<file path="src/oaht_pkg.sv">
//------------------------------------------------------------------------------
// oaht_pkg
// Types and constants shared by the hash table modules.
//------------------------------------------------------------------------------
`timescale 1ns / 1ps

package oaht_pkg;

	// slot count: a power of two, at most 16 (hash reduction is a mask, rsp.slot is 4 bits)
	localparam int unsigned TABLE_SLOTS_DEF = 16;
	localparam int unsigned KEY_CHARS_DEF   = 8;

	localparam logic [1:0] OP_INSERT = 2'd0;
	localparam logic [1:0] OP_SEARCH = 2'd1;
	localparam logic [1:0] OP_DELETE = 2'd2;

	localparam logic [1:0] ST_DONE      = 2'd0;
	localparam logic [1:0] ST_NOT_FOUND = 2'd1;
	localparam logic [1:0] ST_FULL      = 2'd2;

	localparam logic [1:0] SLOT_EMPTY = 2'd0;
	localparam logic [1:0] SLOT_USED  = 2'd1;
	localparam logic [1:0] SLOT_TOMB  = 2'd2;

	typedef struct packed {
		logic [1:0]  operation;
		logic [63:0] key_chars;
		logic [3:0]  key_length;
		logic [31:0] value;
	} req_t;

	typedef struct packed {
		logic [1:0]  status;
		logic [31:0] result_value;
		logic [3:0]  slot;
	} rsp_t;

	typedef enum logic [2:0] {
		S_IDLE,
		S_NORM,
		S_HASH,
		S_READ,
		S_PROBE,
		S_RESP
	} state_t;

	// controller -> datapath
	typedef struct packed {
		logic load;
		logic norm_step;
		logic hash_step;
		logic probe_init;
		logic rd_issue;
		logic probe_next;
		logic commit;
		logic respond;
	} ctrl_t;

	// datapath -> controller
	typedef struct packed {
		logic norm_done;
		logic hash_done;
		logic probe_stop;
		logic probe_last;
	} stat_t;

endpackage

</file>
<file path="src/oaht_ctrl.sv">
//------------------------------------------------------------------------------
// oaht_ctrl
// Sequencer for normalise, hash and probe phases of one transaction.
//------------------------------------------------------------------------------
`timescale 1ns / 1ps

module oaht_ctrl (
	input  logic            clk,
	input  logic            arst_n,
	input  logic            start,
	input  oaht_pkg::stat_t st,
	output oaht_pkg::ctrl_t ctl,
	output logic            busy
);

	oaht_pkg::state_t state_q, state_d;

	always_ff @(posedge clk or negedge arst_n) begin
		if (!arst_n) state_q <= oaht_pkg::S_IDLE;
		else         state_q <= state_d;
	end

	always_comb begin
		state_d = state_q;
		unique case (state_q)
			oaht_pkg::S_IDLE:  if (start) state_d = oaht_pkg::S_NORM;
			oaht_pkg::S_NORM:  if (st.norm_done) state_d = oaht_pkg::S_HASH;
			oaht_pkg::S_HASH:  if (st.hash_done) state_d = oaht_pkg::S_READ;
			oaht_pkg::S_READ:  state_d = oaht_pkg::S_PROBE;
			oaht_pkg::S_PROBE: if (st.probe_stop || st.probe_last) state_d = oaht_pkg::S_RESP;
			                   else state_d = oaht_pkg::S_READ;
			oaht_pkg::S_RESP:  state_d = oaht_pkg::S_IDLE;
			default:           state_d = oaht_pkg::S_IDLE;
		endcase
	end

	always_comb begin
		ctl  = '0;
		busy = 1'b1;
		unique case (state_q)
			oaht_pkg::S_IDLE: begin
				busy     = 1'b0;
				ctl.load = start;
			end
			oaht_pkg::S_NORM: ctl.norm_step = 1'b1;
			oaht_pkg::S_HASH: begin
				ctl.hash_step  = 1'b1;
				ctl.probe_init = st.hash_done;
			end
			oaht_pkg::S_READ: ctl.rd_issue = 1'b1;
			oaht_pkg::S_PROBE: begin
				ctl.commit     = st.probe_stop;
				ctl.probe_next = !(st.probe_stop || st.probe_last);
			end
			oaht_pkg::S_RESP: ctl.respond = 1'b1;
			default: busy = 1'b1;
		endcase
	end

endmodule

</file>
<file path="src/oaht_dpath.sv">
//------------------------------------------------------------------------------
// oaht_dpath
// Key normalisation, hash, slot store and probe datapath.
//------------------------------------------------------------------------------
`timescale 1ns / 1ps

module oaht_dpath #(
	parameter int unsigned KEY_CHARS   = oaht_pkg::KEY_CHARS_DEF
) (
	input  logic            clk,
	input  logic            arst_n,
	input  oaht_pkg::req_t  req,
	input  oaht_pkg::ctrl_t ctl,
	output oaht_pkg::stat_t st,
	output oaht_pkg::rsp_t  rsp,
	output logic            rsp_valid
);

	localparam int unsigned TABLE_SLOTS = oaht_pkg::TABLE_SLOTS_DEF;
	localparam int unsigned AW = (TABLE_SLOTS > 1) ? $clog2(TABLE_SLOTS) : 1;
	localparam int unsigned KW = 8 * KEY_CHARS;
	localparam int unsigned LW = $clog2(KEY_CHARS + 1);
	localparam int unsigned CW = $clog2(TABLE_SLOTS + 1);
	localparam logic [LW-1:0] KMAX = LW'(KEY_CHARS);

	// request and key
	logic [1:0]    op_q;
	logic [63:0]   raw_q;
	logic [LW-1:0] lim_q;
	logic [31:0]   val_q;
	logic [KW-1:0] key_q;
	logic [LW-1:0] len_q;
	logic          stop_q;
	logic [LW-1:0] hidx_q;
	logic [AW-1:0] h_q;

	// probe
	logic [AW-1:0] t_q;
	logic [CW-1:0] cnt_q;
	logic [1:0]    stat_rd_q;
	logic [KW-1:0] key_rd_q;
	logic [LW-1:0] len_rd_q;
	logic [31:0]   val_rd_q;

	logic [1:0]    slot_status_q [TABLE_SLOTS];
	logic [KW-1:0] slot_key_q    [TABLE_SLOTS];
	logic [LW-1:0] slot_len_q    [TABLE_SLOTS];
	logic [31:0]   slot_val_q    [TABLE_SLOTS];

	logic [7:0]  nbyte, hbyte;
	logic [8:0]  hsum;
	logic [16:0] hprod;
	logic        hit, insert_ok;

	assign nbyte = raw_q[8*len_q[$clog2(KEY_CHARS > 1 ? KEY_CHARS : 2)-1:0] +: 8];
	assign hbyte = key_q[8*hidx_q[$clog2(KEY_CHARS > 1 ? KEY_CHARS : 2)-1:0] +: 8];
	assign hsum  = {1'b0, 8'(h_q)} + {1'b0, hbyte};
	assign hprod = 17'(hsum * hbyte);

	assign st.norm_done = stop_q || (len_q == lim_q) || (nbyte == 8'd0);
	assign st.hash_done = (hidx_q == len_q);
	assign hit       = (stat_rd_q == oaht_pkg::SLOT_USED) && (len_rd_q == len_q)
	                   && (key_rd_q == key_q);
	assign insert_ok = (stat_rd_q != oaht_pkg::SLOT_USED);
	always_comb begin
		unique case (op_q) inside
			oaht_pkg::OP_INSERT: st.probe_stop = insert_ok;
			oaht_pkg::OP_SEARCH, oaht_pkg::OP_DELETE:
				st.probe_stop = hit || (stat_rd_q == oaht_pkg::SLOT_EMPTY);
			default: st.probe_stop = 1'b1;
		endcase
	end
	assign st.probe_last = (cnt_q == CW'(TABLE_SLOTS - 1));

	always_ff @(posedge clk) begin
		if (ctl.load) begin
			op_q   <= req.operation;
			raw_q  <= req.key_chars;
			lim_q  <= (req.key_length > 4'(KEY_CHARS)) ? KMAX : LW'(req.key_length);
			val_q  <= req.value;
			key_q  <= '0;
			len_q  <= '0;
			stop_q <= 1'b0;
			hidx_q <= '0;
			h_q    <= '0;
		end
		if (ctl.norm_step) begin
			if (st.norm_done) stop_q <= 1'b1;
			else begin
				key_q[8*len_q[$clog2(KEY_CHARS > 1 ? KEY_CHARS : 2)-1:0] +: 8] <= nbyte;
				len_q <= len_q + 1'b1;
			end
		end
		if (ctl.hash_step && !st.hash_done) begin
			h_q    <= hprod[AW-1:0];
			hidx_q <= hidx_q + 1'b1;
		end
		if (ctl.probe_init) begin
			t_q   <= h_q;
			cnt_q <= '0;
		end
		if (ctl.probe_next) begin
			t_q   <= (t_q == AW'(TABLE_SLOTS - 1)) ? '0 : t_q + 1'b1;
			cnt_q <= cnt_q + 1'b1;
		end
		if (ctl.rd_issue) begin
			key_rd_q <= slot_key_q[t_q];
			len_rd_q <= slot_len_q[t_q];
			val_rd_q <= slot_val_q[t_q];
		end
		if (ctl.commit && op_q == oaht_pkg::OP_INSERT) begin
			slot_key_q[t_q] <= key_q;
			slot_len_q[t_q] <= len_q;
			slot_val_q[t_q] <= val_q;
		end
	end

	always_ff @(posedge clk or negedge arst_n) begin
		if (!arst_n) begin
			for (int i = 0; i < TABLE_SLOTS; i++) slot_status_q[i] <= oaht_pkg::SLOT_EMPTY;
			stat_rd_q <= oaht_pkg::SLOT_EMPTY;
			rsp_valid <= 1'b0;
			rsp       <= '0;
		end else begin
			rsp_valid <= 1'b0;
			if (ctl.rd_issue) stat_rd_q <= slot_status_q[t_q];
			if (ctl.load) begin
				rsp.status       <= oaht_pkg::ST_NOT_FOUND;
				rsp.result_value <= '0;
				rsp.slot         <= '0;
				if (req.operation == oaht_pkg::OP_INSERT) rsp.status <= oaht_pkg::ST_FULL;
			end
			if (ctl.commit) begin
				if (op_q == oaht_pkg::OP_INSERT) begin
					slot_status_q[t_q] <= oaht_pkg::SLOT_USED;
					rsp.status <= oaht_pkg::ST_DONE;
					rsp.slot   <= 4'(t_q);
				end else if ((op_q == oaht_pkg::OP_SEARCH || op_q == oaht_pkg::OP_DELETE) && hit) begin
					if (op_q == oaht_pkg::OP_DELETE) slot_status_q[t_q] <= oaht_pkg::SLOT_TOMB;
					rsp.status       <= oaht_pkg::ST_DONE;
					rsp.result_value <= val_rd_q;
					rsp.slot         <= 4'(t_q);
				end
			end
			if (ctl.respond) rsp_valid <= 1'b1;
		end
	end

endmodule

</file>
<file path="src/open_addressing_hash_table_top.sv">
//------------------------------------------------------------------------------
// open_addressing_hash_table_top
// Linear-probing hash table with tombstones, one transaction at a time.
//------------------------------------------------------------------------------
// A transaction is taken when start is high and busy low. It is latched, the
// key is trimmed and then hashed (one byte per step), and slots are probed in
// turn (registered slot read, then compare), up to TABLE_SLOTS slots, before
// the result is presented. The result sits on rsp for exactly one cycle with
// done high and cannot be held off; busy is already low in that cycle, so the
// next transaction may be taken with it.
// The slot count is the package constant TABLE_SLOTS_DEF.
`timescale 1ns / 1ps

module open_addressing_hash_table_top #(
	parameter int unsigned KEY_CHARS   = oaht_pkg::KEY_CHARS_DEF
) (
	input  logic           clk,
	input  logic           arst_n,
	input  logic           start,
	input  oaht_pkg::req_t req,
	output logic           busy,
	output logic           done,
	output oaht_pkg::rsp_t rsp
);

	oaht_pkg::ctrl_t ctl;
	oaht_pkg::stat_t st;

	oaht_ctrl u_ctrl (
		.clk(clk), .arst_n(arst_n), .start(start), .st(st), .ctl(ctl), .busy(busy)
	);

	oaht_dpath #(.KEY_CHARS(KEY_CHARS)) u_dpath (
		.clk(clk), .arst_n(arst_n), .req(req), .ctl(ctl), .st(st),
		.rsp(rsp), .rsp_valid(done)
	);

endmodule

</file>
<file path="config.mk">
export PLATFORM = sky130hd
export DESIGN_NAME = open_addressing_hash_table_top
export DESIGN_NICKNAME = d
export VERILOG_FILES = /design/src/oaht_pkg.sv /design/src/oaht_ctrl.sv /design/src/oaht_dpath.sv /design/src/open_addressing_hash_table_top.sv
export SDC_FILE = /design/constraint.sdc
export NUM_CORES = 2
export LEC_CHECK = 0
export ABC_CLOCK_PERIOD_IN_PS = 13900
export BUFFER_PORTS_ARGS = -buffer_cell sky130_fd_sc_hd__buf_2
export CAP_MARGIN = 20
export CORE_MARGIN = 2
export CORE_UTILIZATION = 60
export CTS_BUF_LIST = sky130_fd_sc_hd__clkbuf_2 sky130_fd_sc_hd__clkbuf_4 sky130_fd_sc_hd__clkbuf_8
export CTS_CLUSTER_SIZE = 40
export DETAILED_ROUTE_END_ITERATION = 16
export PLACE_DENSITY = 0.77
export SYNTH_ARGS = -nofsm -noshare
export SYNTH_HDL_FRONTEND = slang
export SYNTH_HIERARCHICAL = 1
export SYNTH_SLANG_ARGS = --single-unit
</file>
<file path="constraint.sdc">
create_clock -name clk -period 13.9 [get_ports clk]
set_input_delay 2.78 -clock clk [delete_from_list [all_inputs] [get_ports clk]]
set_output_delay 2.78 -clock clk [all_outputs]
set_load 0.05 [all_outputs]
</file>
# After elaboration in Yosys (flattened, before gate mapping)
# Memory sizes are Yosys's and may differ from the RTL's. A register that Yosys moved wholly into a read port is not among the register bits.
# Cells that the tools add are included.
# totals
register_bits,264
ram_bits,1600
output_inout_bits,40
word_cells,149
mem_count,3
# mem_list
memory,depth,word_bits,read_ports,rd_clocked_by_memory_dff,wr,line_no,rtl
u_dpath.slot_key_q,16,64,1,1,1,oaht_dpath.sv:46,logic [KW-1:0] slot_key_q [TABLE_SLOTS];
u_dpath.slot_val_q,16,32,1,1,1,oaht_dpath.sv:48,logic [31:0] slot_val_q [TABLE_SLOTS];
u_dpath.slot_len_q,16,4,1,1,1,oaht_dpath.sv:47,logic [LW-1:0] slot_len_q [TABLE_SLOTS];
# classes
addsub,6
mul,1
n_lt_le_gt_ge,3
n_eq_ne,18
shifts,4
muxes,49
n_bitwise,7
n_reduce_logical,25
# ops
cell,n
two-way mux 64 bit,3
two-way mux 32 bit,4
variable part select 64 x 7 -> 8 bit,2
two-way mux 38 bit,3
bitwise mux 64 bit,1
== test 64 bit,1
variable shift 8 x 34 -> 64 bit (first input constant),1
variable part select 8 x 34 -> 64 bit,1
two-way mux 4 bit,10
negator 6 -> 34 bit,1
bitwise AND 16 bit,2
NOT 16 bit,2
OR 16 bit,2
one-hot mux 3 bit (5 select lines),1
two-way mux 2 bit,7
adder 4 x 1 -> 4 bit (second input constant),3
== test 4 bit,3
two-way mux 3 bit,4
two-way mux 1 bit,11
two-way mux 5 bit,2
adder 4 x 8 -> 9 bit,1
multiplier 9 x 8 -> 4 bit,1
binary-select mux 2 bit (select 4 bit),1
demux 2 bit (select 4 bit),1
other kinds (24),45

# Longest topological paths before layout
# depth
depth_word,11
ltp_mapped,17
ltp_nobuf,15

# Hierarchy
# The synthesis kept the hierarchy.
# modules_own_cells
mod,n_inst,cells_per_inst,area_each_um2,seq_area_each_um2
oaht_dpath,1,3319,75491.2,57830.5
oaht_ctrl,1,24,211.5,75.1

# Worst setup path after synthesis
# Ideal clock, no wire load.
# synth_path
path_type,register -> register
startpoint,register u_dpath.op_q[1]
endpoint,memory u_dpath/slot_key_q[1][0] (netlist name) (enable)
setup_ns,0.686
arrival_time_ns,10.103
t_required_ns,13.214
slack_ns,3.111
path_stages_with_launch,14
path_buffers,1
period_less_slack_ns,10.789
cell_sequence,edfxtp_1 -> inv_1 -> ha_1 -> nor2b_1 -> o2111ai_1 -> or4_1 -> nor4_1 -> nand3_1 -> nand3b_1 -> inv_1 -> nor2_1 -> clkbuf_1 -> nand3_1 -> nor3_1
# synth_lines
item,line_no,rtl
from (decl),oaht_dpath.sv:27,logic [1:0] op_q;
from (signal assigned),oaht_dpath.sv:77,op_q <= req.operation;
to (decl),oaht_dpath.sv:46,

==> summary.md <==
| Metric | Value |
|---|---|
| Synth Area in Simple Gates | under 10% |
| Worst slew pin tran | roughly 1.2 ns |
| DR vias | about 36000 |
| Fin crit period | between 6 and 7 ns |
| Clk pwr share | a little over a third |
| Initial drt markers | around 4400 |
| Worst Path Arrival | roughly 7.3 ns |
| Req. time, crit path | ~14 ns |
| Yosys top cell by area | edfxtp_1 |
| Final Max Tran Viols | 0 |
| Final worst-path cycle share | approximately half |
| Buffers on Ports | 144 |
| Initial antenna violation count | 3 |
| Post-synthesis adder-cell area fraction | less than 1% |
| Hold buffer count at cts | 0 |
| Area post-placement | 0.07868 mm^2 |
| Initial Utilization | between 60 and 70% |
| Post-route ant nets | 0 |
| Switching pwr | 0.003286 W |
| Drt pass-1 iters | 5 |
| Die Y | 359.2 um |
| Worst setup SP type | flop |
| CTS max path bufs | 4 |
| Setup_tns | 0 ns |
| Largest net degree at the start of global routing | around 110 |
| Sequential fraction of the synthesis area | 76.49% |
| Post-Syn Area per Cell | between 20 and 25 um^2 |
| CTS buffer count | 317 |
| GRT Total Usage | around a quarter |
| Crit. End Element | flop |
| Fillers | approximately 7500 |
| Vias in the first global route | approximately 38000 |
| Pleak | between 20 and 30 nW |
| Synth cell types | 65 |
| Layout Nets | 3870 |
| Cell count after synthesis | 3343 |
| RR Endpoint | u_dpath/slot_key_q[15][21] |
| Xor/xnor cell area share of the yosys netlist | less than 1% |
| Setup violators final | 0 |
| Yosys warnings | 6 |
| Post-cts resize count | 0 |
| Most common cell in the netlist | edfxtp_1 |
| Top-Level Pins | approximately 150 |
| Synthesized flop and latch total | just under 2000 |
| CTS tree | yes |
| Min-delay src | u_dpath/val_rd_q[27] |
| CP max FO | between 40 and 50 |
| H-tree levels | 5 |
| RSZ-0062 raised after global routing | no |
| EDFF count, synth | approximately 1800 |
| Postcts setup bufs | 0 |
| DRC Markers | 0 |
| Worst hold stages | 1 |
| Pre-CTS setup slack | approximately 7.4 ns |
| Mux cell area share after synthesis | between 15 and 20% |
| Area grow syn2layout | 12.25% |
| DPL Wire Length | 90.39 mm |
| Status | finished clean |
| Clock Tree Root | clkbuf_8 |
| Worst IR Drop VDD | roughly 0.12 mV |
| Final Skew | around 0.091 ns |
| Largest cells by area after synthesis | edfxtp_1 72%, mux4_2 16%, dfrtp_1 2.5%, dfxtp_1 1.8%, mux2i_1 0.66% |
| Synth top area share | 72.15% |
| Total gr overflow | 0 |
| Final instance area | 0.08498 mm^2 |
| Detailed Route WL | between 150 and 200 mm |
| Min-delay worst type | flop to flop |
| Sw frac | about 24% |
| Gate power share | 10.4% |
| Net count after synthesis | between 3000 and 4000 |
| Synth Area in Compound Gates | 0.7140% |
| Final WS setup | around 7 ns |
| GP Congestion | 0.8575 |
| Worst r2r path cells | 16 |
| Max-cap violation count | 0 |
| Fmax | about 150 MHz |
| Die area | between 0.1 and 0.15 mm^2 |
| End of the worst hold path | u_dpath/rsp[31] |
| DR vias/cell | ~6.5 |
| Mapped Area | about 0.076 mm^2 |
| Design Power | 0.01343 W |
| Post-layout util | ~68% |
| Routed wire per std cell | 29.86 um |
| FF-to-FF Start | u_dpath/op_q[1] |
| Leading cell types by count after synthesis | 1819 x edfxtp_1, 531 x mux4_2, 109 x clkbuf_1 |
| Kind of critical path | flop to flop |
| First-pass GRT wire length | ~250 mm |
| Setup crit start | u_dpath/op_q[1] |
| Core Footprint | 0.1254 mm^2 |
| Reg clk slew, reported paths | ~0.070 ns |
| Die Wd | around 360 um |
| Largest family of logic cells by synthesized area | multiplexers |
| Skew-Pair Late Insertion Delay | around 1 ns |
| Post-synth top flop | edfxtp_1 |
| Sequential power share | ~53% |
| Final Hold Fails | 0 |
| P_int | slightly above 0.01 W |
| Power Dens Cells | between 150 and 200 mW/mm^2 |
| Proportion of layout cells with a drive suffix above 1 | between 30% and 40% |
| Worst R2R Setup Slack | around 7.1 ns |
| FP Rows | 130 |
| Slew margin rel. | around a fifth |
| Clk sinks | around 2000 |
| Post-synth ARST share | about 3.9% |
[stage by stage]
step	cells	hold slack, ns
after floorplan	3343	0.4444
after global placement	5067	0.4532
after detailed placement	5068	0.4625
after CTS	5618	0.4740
after global routing	5623	0.4925
final	5624	0.4745
[power by group through the flow]
stage	clock, W	sequential [W]	combinational [W]
finish	0.00490	0.00713	0.00139
global route	0.00525	0.00716	0.00147
detailed placement	0	0.00725	0.00138
global placement	0	0.00723	0.00136
floorplan	0	0.00719	0.000867
CTS	0.00498	0.00713	0.00138
[placed cells by master, fill, tap and decap left out, types with 46 or more instances in the layout]
cell / count
dfxtp_1: 67
buf_4: 84
edfxtp_1: 1819
dfrtp_1: 76
nor2b_1: 64
nand2b_1: 71
mux2i_1: 50
mux4_2: 531
clkbuf_4: 142
buf_2: 143
clkbuf_8: 349
xnor2_1: 46
[how the worst max path moves through the flow]
stage | slack (ns) | cells past startpoint | to
2_1_floorplan | 3.11 | 13 | u_dpath/slot_key_q[1][0]
3_3_place_gp | 6.29 | 15 | u_dpath/slot_key_q[15][12]
3_5_place_dp | 7.36 | 16 | u_dpath/slot_key_q[14][15]
4_1_cts | 7.28 | 16 | u_dpath/slot_key_q[14][25]
5_1_grt | 6.93 | 16 | u_dpath/slot_key_q[14][25]
6_report | 7.14 | 16 | u_dpath/slot_key_q[15][21]
[routing by layer]
metal	vias to the layer above	global-route usage, %	share of wire, %
met2	1956	41.99	49
met3	320	5.448	9.1
met1	19300	37.56	39
li1	14790	-	-
met5	-	0	0.032
met4	2	8.919	2.8
[layout make-up]
class                   count  area, um^2  share of cell area [%]
diodes                      3       7.507                0.008834
well taps                1650        2064                   2.429
repair buffers            233        1461                   1.720
inverters                  42       157.7                  0.1855
clock inverters            60       385.4                  0.4535
clock buffers             490        5862                   6.898
flip-flops and latches   1964       57910                   68.14
multi-input cells        1182       17130                   20.16
[kinds of logic after synthesis]
family / Yosys count
flip-flops: 1964
multiplexers: 652
buffers and inverters: 197
adder cells (fa/ha/maj): 25
AO/OA/AOI/OAI: 80
AND/OR/NAND/NOR: 350
XOR/XNOR: 75
[sequential cells by signal, summed over array words and instances (netlist names), 38 cells and up, named ones only]
name / flops
u_dpath/slot_val_q: 512
u_dpath/raw_q: 64
u_dpath/slot_key_q: 1024
u_dpath/rsp: 38
u_dpath/key_q: 64
u_dpath/key_rd_q: 64
u_dpath/slot_len_q: 64
[worst max-delay path, stage by stage (launching register included)]
cell and delay (ns):
edfxtp_1 0.38, inv_1 0.05, ha_1 0.26, nor2b_1 0.45, o2111ai_1 0.27, or4_1 0.61
nor4_2 0.30, buf_4 0.25, nand3_1 0.19, nand3b_1 0.25, inv_1 0.07, nor2_1 0.10
buf_4 0.26, nand3_1 0.33, nor2_4 0.96, buf_4 0.71, buf_4 0.80
Note: power is estimated with default switching activity, not from simulation.
